--- src/hw/rtl/ddo_pkg.sv ---
// shared types, constants and the arctangent table for the odometry block
package ddo_pkg;

  localparam int TickW    = 16;
  localparam int DistW    = 16;
  localparam int AngW     = 32;
  localparam int PosW     = 48;
  localparam int IdxW     = 5;   // 32-entry arctangent table
  localparam int CordW    = 34;  // cordic x, y and z width
  localparam int AtanW    = 30;
  localparam int ProdOpW  = 18;  // half of a cordic result plus sign
  localparam int SumW     = 34;  // (dl + dr) * distance_per_tick
  localparam int DiffW    = 50;  // (dr - dl) * angle_per_tick_diff
  localparam int AccW     = 68;  // position product accumulator
  localparam int RoundPos = 30;
  localparam int ShiftPos = 31;

  localparam logic signed [CordW-1:0] CordicGain = 34'sd652032874;
  localparam logic [IdxW-1:0]         ProdLast   = 5'd3;

  typedef struct packed {
    logic            cap;   // capture input request
    logic            mul;   // travel and heading products
    logic            init;  // load cordic start vector
    logic            iter;  // one cordic rotation
    logic            fix;   // undo half-turn fold
    logic            prod;  // one partial product of the position step
    logic            upd;   // commit pose
    logic [IdxW-1:0] step;
  } cmd_t;

  function automatic logic [AtanW-1:0] atan_entry(input logic [IdxW-1:0] idx);
    logic [AtanW-1:0] v;
    case (idx)
      5'd0:  v = 30'd536870912;
      5'd1:  v = 30'd316933406;
      5'd2:  v = 30'd167458907;
      5'd3:  v = 30'd85004756;
      5'd4:  v = 30'd42667331;
      5'd5:  v = 30'd21354465;
      5'd6:  v = 30'd10679838;
      5'd7:  v = 30'd5340245;
      5'd8:  v = 30'd2670163;
      5'd9:  v = 30'd1335087;
      5'd10: v = 30'd667544;
      5'd11: v = 30'd333772;
      5'd12: v = 30'd166886;
      5'd13: v = 30'd83443;
      5'd14: v = 30'd41722;
      5'd15: v = 30'd20861;
      5'd16: v = 30'd10430;
      5'd17: v = 30'd5215;
      5'd18: v = 30'd2608;
      5'd19: v = 30'd1304;
      5'd20: v = 30'd652;
      5'd21: v = 30'd326;
      5'd22: v = 30'd163;
      5'd23: v = 30'd81;
      5'd24: v = 30'd41;
      5'd25: v = 30'd20;
      5'd26: v = 30'd10;
      5'd27: v = 30'd5;
      5'd28: v = 30'd3;
      5'd29: v = 30'd1;
      5'd30: v = 30'd1;
      default: v = 30'd0;
    endcase
    return v;
  endfunction

endpackage

--- src/hw/rtl/ddo_ctrl.sv ---
// odometry sequencer: steps one request through multiply, cordic, mac and update
module ddo_ctrl #(
  parameter int CORDIC_STEPS = 24
) (
  input  logic          clk,
  input  logic          rst_n,
  input  logic          in_tvalid,
  output logic          in_tready,
  output logic          out_tvalid,
  input  logic          out_tready,
  output ddo_pkg::cmd_t cmd
);

  localparam logic [2:0] S_IDLE = 3'd0;
  localparam logic [2:0] S_MUL  = 3'd1;
  localparam logic [2:0] S_INIT = 3'd2;
  localparam logic [2:0] S_ITER = 3'd3;
  localparam logic [2:0] S_FIX  = 3'd4;
  localparam logic [2:0] S_PROD = 3'd5;
  localparam logic [2:0] S_UPD  = 3'd6;

  localparam int Steps = (CORDIC_STEPS > 32) ? 32 : CORDIC_STEPS;
  localparam logic [ddo_pkg::IdxW-1:0] IterLast = ddo_pkg::IdxW'(Steps - 1);

  logic [2:0]                state_r, state_nxt;
  logic [ddo_pkg::IdxW-1:0]  cnt_r, cnt_nxt;
  logic                      ovalid_r, ovalid_nxt;

  always_comb begin
    state_nxt = state_r;
    cnt_nxt   = cnt_r;
    cmd       = '0;
    cmd.step  = cnt_r;
    case (state_r)
      S_IDLE: begin
        if (in_tvalid) begin
          cmd.cap   = 1'b1;
          state_nxt = S_MUL;
        end
      end
      S_MUL: begin
        cmd.mul   = 1'b1;
        state_nxt = S_INIT;
      end
      S_INIT: begin
        cmd.init  = 1'b1;
        cnt_nxt   = '0;
        state_nxt = S_ITER;
      end
      S_ITER: begin
        cmd.iter = 1'b1;
        if (cnt_r == IterLast) begin
          state_nxt = S_FIX;
        end else begin
          cnt_nxt = cnt_r + 1'b1;
        end
      end
      S_FIX: begin
        cmd.fix   = 1'b1;
        cnt_nxt   = '0;
        state_nxt = S_PROD;
      end
      S_PROD: begin
        cmd.prod = 1'b1;
        if (cnt_r == ddo_pkg::ProdLast) begin
          state_nxt = S_UPD;
        end else begin
          cnt_nxt = cnt_r + 1'b1;
        end
      end
      S_UPD: begin
        if (!ovalid_r || out_tready) begin
          cmd.upd   = 1'b1;
          state_nxt = S_IDLE;
        end
      end
      default: begin
        state_nxt = S_IDLE;
      end
    endcase

    if (cmd.upd) begin
      ovalid_nxt = 1'b1;
    end else if (out_tready) begin
      ovalid_nxt = 1'b0;
    end else begin
      ovalid_nxt = ovalid_r;
    end
  end

  always_ff @(posedge clk) begin
    if (!rst_n) begin
      state_r  <= S_IDLE;
      cnt_r    <= '0;
      ovalid_r <= 1'b0;
    end else begin
      state_r  <= state_nxt;
      cnt_r    <= cnt_nxt;
      ovalid_r <= ovalid_nxt;
    end
  end

  assign in_tready  = (state_r == S_IDLE);
  assign out_tvalid = ovalid_r;

endmodule

--- config.mk ---
export PLATFORM = sky130hd
export DESIGN_NAME = ddo_ctrl
export DESIGN_NICKNAME = d
export VERILOG_FILES = /design/src/hw/rtl/ddo_pkg.sv /design/src/hw/rtl/ddo_ctrl.sv
export SDC_FILE = /design/constraint.sdc
export NUM_CORES = 1
export LEC_CHECK = 0
export ABC_CLOCK_PERIOD_IN_PS = 1500
export CAP_MARGIN = 20
export CORE_AREA = 3 3 48 59
export CTS_BUF_LIST = sky130_fd_sc_hd__clkbuf_8
export CTS_CLUSTER_SIZE = 25
export DETAILED_ROUTE_END_ITERATION = 8
export DIE_AREA = 0 0 51 62
export DONT_BUFFER_PORTS = 1
export PLACE_DENSITY = 0.49
export SLEW_MARGIN = 20
export SYNTH_ARGS = -nofsm -noshare
export SYNTH_HDL_FRONTEND = slang
export SYNTH_SLANG_ARGS = --single-unit
--- constraint.sdc ---
create_clock -name clk -period 1.5 [get_ports clk]
set_input_delay 0.3 -clock clk [delete_from_list [all_inputs] [get_ports clk]]
set_output_delay 0.3 -clock clk [all_outputs]
set_load 0.03 [all_outputs]
# Yosys cells after proc, flatten, opt, wreduce, memory -nomap -nowiden

Index checks and enable logic that the tools add are counted.
W data, S select, Z words.

Logic and storage cells: 45
Register bits: 9
Input port bits: 4
Output and inout port bits: 14

Muxes and demuxes: 19
Reductions and logical operators: 8
Add/sub/neg operators: 1
Equality and inequality tests: 14

Operators by type and width:

| operator              | count |
|---|---|
| $pmux W3 S7           | 1 |
| $pmux W5 S3           | 1 |
| $mux W3               | 4 |
| $ne A2 B2 Y1 const B  | 6 |
| $mux W1               | 11 |
| $mux W5               | 2 |
| $eq A3 B3 Y1 const B  | 3 |
| $eq A3 B2 Y1 const B  | 2 |
| $add A5 B1 Y5 const B | 1 |
| $eq A5 B2 Y1 const B  | 1 |
| $eq A5 B5 Y1 const B  | 1 |
| $reduce_and A4 Y1     | 1 |
| $eq A3 B1 Y1 const B  | 1 |
| $logic_not A3 Y1      | 1 |
| $reduce_and A3 Y1     | 1 |
| $reduce_bool A3 Y1    | 1 |
| $reduce_bool A2 Y1    | 1 |
| $reduce_or A2 Y1      | 1 |
| $logic_not A1 Y1      | 1 |
| $logic_or A1 B1 Y1    | 1 |

# Longest topological paths before layout

Gate-level depths: netlist of the first run.

Word-level depth: 5
Gate-level depth with buffers: 5
Mapped depth without buffers: 5

# Least setup slack after synthesis of the first run

Ideal clock, no wire load.

Path kind: register -> output
From: reg state_r[2]
To: out cmd[11] (netlist bit)
Path slack: -0.474 ns
Arrival time: 1.674 ns
Buffers on the path: 1
Stages on the path, launching flop included: 4
Cell sequence: dfxtp_1 -> clkbuf_1 -> nor3_1 -> and2_1

RTL lines:

| what                   | line           | RTL |
|---|---|---|
| start, declared        | ddo_ctrl.sv:25 | `logic [2:0] state_r, state_nxt;` |
| start signal, assigned | ddo_ctrl.sv:97 | `state_r <= state_nxt;` |
| end, declared          | ddo_ctrl.sv:11 | `output ddo_pkg::cmd_t cmd` |

==> run metrics, run 1 <==
status complete, no violations; CTS Sinks 9; layout cells sized above 1 just under 50%; total CTS buffers 3; routed vias 660; GRT Overall Usage a little under an eighth; vias in the first global route 620; Layout Nets 101; Max-cap violations 0; Crit. End Element output port; fin crit share 98.0%; first-pass GRT wire length approximately 2700 um; Post-synth EDFFs 0; commonest non-fill, non-tap cell in the layout buf_4; DR WL/cell 13.1 um; Unique masters post-synth 36; Synth Area in Simple Gates between 20% and 30%; Slowest cell on crit path dfxtp_4; P per Cell Area roughly 750 nW/um^2; critical path class flip-flop to output port; Storage cell area 196 um^2; worst min path class input pin to flip-flop; Post-Synth XOR/XNOR Area about 1.5%; first-pass detailed-route iteration total 4; die area 3160 um^2; remaining antenna violation count 0; Adder-Cell Fraction of Synth Area under 10%; site row count 19; Critical Path RT between 1 and 1.5 ns; drt total wl about 1700 um; TritonCTS clock tree yes; Final min period around 1.5 ns; Clock Latency Late Sink roughly 0.23 ns; cts hold-fix bufs 0; CP startpoint kind flip-flop; register area share after synthesis 31.0%; post-synth design cell area between 500 and 600 um^2; syn nets 76; critical path peak fanout 6; H-tree Lvls 1; Data arrival, critical path about 1.2 ns; Finished Layout Cells around 130; largest net degree at the start of global routing 9; Synth area leader dfxtp_1; Synth Instances 71; Die X a little over 50 um; Initial DRC Count 16; Core Util, Final around two fifths; mux contribution to synthesized area ~1.7%; top cells by area, synth dfxtp_1, nor3b_1, nand3_1; CTS clk-pin slew, worst paths 0.04 ns; area share of the largest cell type after synthesis 31.0%; Yosys warnings 0; Max rail drop VDD ~470 uV; Layout fillers approximately 240; Static Leakage around 0.37 nW; CTS Buffer Depth 2; PortBufs 0; initial core utilization roughly a quarter; Layout area overhead 60.3%; Worst Tran Pin Value 0.324 ns; final hold violations 0; Async SR Flop Fraction 0%; Core Region between 2000 and 2500 um^2; DIE HEIGHT 62 um; top_reg_cell synth dfxtp_1; area of the multi-input gates 434 um^2; slew margin rel. 78.4%; vias per inst between 5 and 6; Ports 18; final setup vio count 0; syn avg cell area ~8 um^2; diode count 0; #FFs+latches synth 9; CP most frequent cell buf_6; Synth Area in Compound Gates between 30% and 40%; f_max between 600 and 700 MHz; GR Overflow Total 0; DRC 0; Root Driver clkbuf_8; Routability Congestion 0.885; most frequent cells in the layout buf_4, nand3_1, nand2_1, dfxtp_4, dfxtp_1; crit-path cells buf_6 -> nor3_4 -> and2_4 -> buf_6; Final Max Tran Viols 0; number of placed instances, taps included between 100 and 150; clk_skew approximately 0.003 ns; largest family of logic cells by synthesized area compound AO/OA/AOI/OAI gates; CP max stage delay around 0.36 ns; initial antenna violation count 0; HPWL Detailed roughly 1200 um
==> worst paths after layout <==
kind | start | end | slack, ns | depth (start not counted)
setup / recovery | state_r[0] | cmd[11] | 0.03 | 4
hold / removal | rst_n | state_r[2] | 0.17 | 2
setup reg to reg | cnt_r[0] | cnt_r[3] | 0.04 | 5
hold reg to reg | out_tvalid | out_tvalid | 0.56 | 2
==> per-stage QoR <==
step	setup TNS, ns	setup slack [ns]	hold slack (ns)	cell area [um^2]	total power, W
floorplan	-0.370	-0.217	0.414	618	0.000356
global placement	0	0.00449	0.420	811	0.000407
detailed placement	0	0.0234	0.422	811	0.000407
CTS	0	0.000511	0.165	895	0.000700
global route	-0.00314	-0.00314	0.165	931	0.000746
finish	0	0.0295	0.170	931	0.000695
==> timing repair <==
action	in CTS	in global routing
buffers inserted	2	2
pin swaps	1	4
resized for setup	9	7
setup endpoints to repair	5	6
==> synth_stat cells (2+ instances only) <==
cell type,n
a32o_1,2
a211oi_1,2
o22ai_1,2
clkbuf_1,2
and2_1,2
o211ai_1,2
dfxtp_1,9
nor3_1,4
o21ai_0,3
o21ai_1,2
a21oi_1,3
a21oi_2,2
nor2_1,2
nand3_1,5
nor3b_1,4
o21a_1,2
nand2_1,4
==> report_power, final <==
part / internal (W) / leakage, nW / switching, W
Clock: 0.000178 / 0.0269 / 0.0000945
Combinational: 0.0000742 / 0.267 / 0.0000877
Sequential: 0.000245 / 0.0763 / 0.0000161
==> final cells by class <==
class / instances / share of cell area [%]
clock buffers: 3 / 4.44
clock inverters: 1 / 0.403
inverters: 2 / 0.941
multi-input cells: 55 / 46.6
flip-flops and latches: 9 / 21.1
well taps: 31 / 4.17
repair buffers: 25 / 22.3
==> routing by layer <==
layer	up-vias	GRT usage [%]	part of all wire, %
li1	316	-	-
met1	311	13.9	43
met2	29	18.4	47
met3	4	3.10	8.4
met4	0	6.92	1.3
met5	-	0	0
==> state kept, by name, indices dropped and copies added, names as in the netlist <==
name        count
cnt_r           5
out_tvalid      1
state_r         3
==> cell families (layout without fill, tap and decap cells) <==
family,Yosys count,after routing
simple gates,27,27
compound gates,25,25
flops,9,9
buf+inv,7,31
fa+ha+maj,1,1
xor+xnor,1,1
mux,1,1
==> critical path: cells and delay by family (launching register included) <==
| family | cells | cell delay, ns |
|---|---|---|
| buffers and inverters | 2 | 0.25 |
| flip-flops | 1 | 0.36 |
| AND/OR/NAND/NOR | 2 | 0.33 |
(Power assumes the default switching activity.)
==> run 2: changes to the inputs <==
Settings changed: REMOVE_ABC_BUFFERS from default to 1.
==> run 2 against run 1 <==
Compared with the run above:
- power grew 5.3%
- routed wire length grew 6.1%
- maximum frequency decreased by 1.5%
- clock skew is 0.0021 ns lower
- global-route usage rose by 0.23 points
- non-clock buffer count up 4
- largest cell class unchanged
- largest power group unchanged
- highest routed layer unchanged
==> run metrics, run 2 (same netlist as run 1, synthesis figures left out) <==
status complete, no violations; switching share of total power 29.3% (+0.80 points); GRT met3 Usage 4.06% (+0.95 points); Core Util, Final 40.7% (+0.33 points); final setup vio count 0 (unchanged); switching power total 0.000215 W (+8.2%); GRT Overall Usage 11.7% (+0.23 points); Crit. End Element output port; Layout area overhead 61.6%; commonest non-fill, non-tap cell in the layout buf_4; site row count 19 (unchanged); PortBufs 0 (unchanged); GR Util met1 12.2% (-1.7 points); Die X 51 um (unchanged); met2 Use GR 19.9% (+1.5 points); HPWL Detailed 1260 um (+4.6%); final hold violations 0 (unchanged); DRC 0 (unchanged); total CTS buffers 3 (unchanged); CTS Sinks 9 (unchanged); Layout fillers 240 (+1.7%); RSZ-0062 raised after global routing true; Routability Congestion 0.900 (+1.7%); initial core utilization 25.2% (unchanged); initial antenna violation count 0 (unchanged); Static Leakage 0.384 nW (+3.8%); Initial DRC Count 8 (-8); Clock Latency Late Sink 0.24 ns (about the same); first-pass GRT wire length 2720 um (+0.26%); vias in the first global route 602 (-2.9%); TritonCTS clock tree yes; critical path class flip-flop to output port; Layout Nets 105 (+4.0%); Final min period 1.49 ns (+0.0225 ns); Core Region 2310 um^2 (unchanged); Data arrival, critical path 1.19 ns (+0.02 ns); Max rail drop VDD 492 uV (+4.1%); DIE HEIGHT 62 um (unchanged); first-pass detailed-route iteration total 3 (-1); most used routing layer met2; CP startpoint kind flip-flop; P per Cell Area 780 nW/um^2 (+4.4%); DR WL/cell 13.5 um (+2.8%); drt total wl 1750 um (+6.1%); vias per inst 4.98 (-5.0%); Critical Path RT 1.20 ns (about the same); most frequent cells in the layout buf_4, dfxtp_1, nand3_1, nand2_1; remaining antenna violation count 0 (unchanged); GR Overflow Total 0 (unchanged); Ports 18 (unchanged); largest net degree at the start of global routing 12 (+3); logic gate share of total power 25.9% (+2.6 points); worst min path class input pin to flip-flop; H-tree Lvls 1 (unchanged); routed vias 647 (-2.0%); Root Driver clkbuf_8; critical path peak fanout 9 (+3); CTS Buffer Depth 2 (unchanged); Fin Setup TNS 0 ns (unchanged); Largest register FFs 5 (unchanged); Final Max Tran Viols 0 (unchanged); clk_skew 0.000889 ns (-0.00212 ns); sequential share of power 34.9% (-2.6 points); fin crit share 99.5% (+1.5 points); slew margin rel. 79.7% (+1.3 points); Max-cap violations 0 (unchanged); layout cells sized above 1 48.5% (-0.99 points); CTS clk-pin slew, worst paths 0.05 ns (about the same); Largest Register cnt_r; Clk network pwr share 39.2% (about the same); Worst Tran Pin Value 0.304 ns (-0.0203 ns); die area 3160 um^2 (unchanged); f_max 670 MHz (-1.5%); diode count 0 (unchanged); internal cell power 0.000517 W (+4.1%)
[run 2: changes by cell type in the layout (fill, tap and decap cells not counted), sizes merged]
cell / delta
buf: +4
clkinv: -1
inv: +1
[run 2: layout make-up]
class                           count  area [um^2]  share of cell area [%]
Clock inverter                      1         3.75                   0.400
Inverter                            2         10.0                    1.07
Tap cell                           31         38.8                    4.13
Sequential cell                     9          190                    20.3
Clock buffer                        3         41.3                    4.40
Timing Repair Buffer               29          236                    25.2
Multi-Input combinational cell     55          418                    44.5
[run 2: repair_timing]
item / CTS / global route
cloned: 0 / 0
hold buffers: 0 / 0
resized for setup: 9 / 13
setup buffers: 2 / 4
pin swaps: 2 / 4
setup endpoints to repair: 8 / 10
[run 2: per-layer routing]
metal / vias to the layer above / part of all wire, %
met5: - / 0
met1: 298 / 41
met2: 19 / 49
li1: 323 / -
met3: 7 / 6.7
met4: 0 / 3.7
[run 2: worst max-delay path, cell delays in order (launching register included)]
cell,delay (ns)
dfxtp_4,0.35
buf_8,0.14
nor3_4,0.19
and2_4,0.16
buf_6,0.12
[run 2: path summary, 6_finish.rpt]
path | startpoint | depth (start not counted) | slack (ns) | endpoint
min | rst_n | 2 | 0.16 | state_r[2]
min reg2reg | state_r[2] | 2 | 0.51 | out_tvalid
max reg2reg | cnt_r[0] | 5 | 0.06 | cnt_r[2]
max | state_r[1] | 4 | 0.007 | cmd[11]
[run 2: power by group through the flow]
stage / sequential [W] / clock [W] / combinational, W
after floorplan: 0.000269 / 0 / 0.0000768
after global placement: 0.000259 / 0 / 0.000146
after detailed placement: 0.000259 / 0 / 0.000147
after CTS: 0.000254 / 0.000301 / 0.000163
after global routing: 0.000256 / 0.000302 / 0.000202
final: 0.000255 / 0.000287 / 0.000190
[run 2: through the flow]
stage          hold WS [ns]  area, um^2  total power, W  worst slack [ns]  instances
6_report              0.163         938        0.000732           0.00704        130
5_1_grt               0.167         938        0.000760           -0.0203        130
4_1_cts               0.155         857        0.000718           0.00481        126
3_5_place_dp          0.421         768        0.000406         0.0000800        120
3_3_place_gp          0.420         768        0.000405            0.0602        120
2_1_floorplan         0.414         557        0.000346            -0.370         66
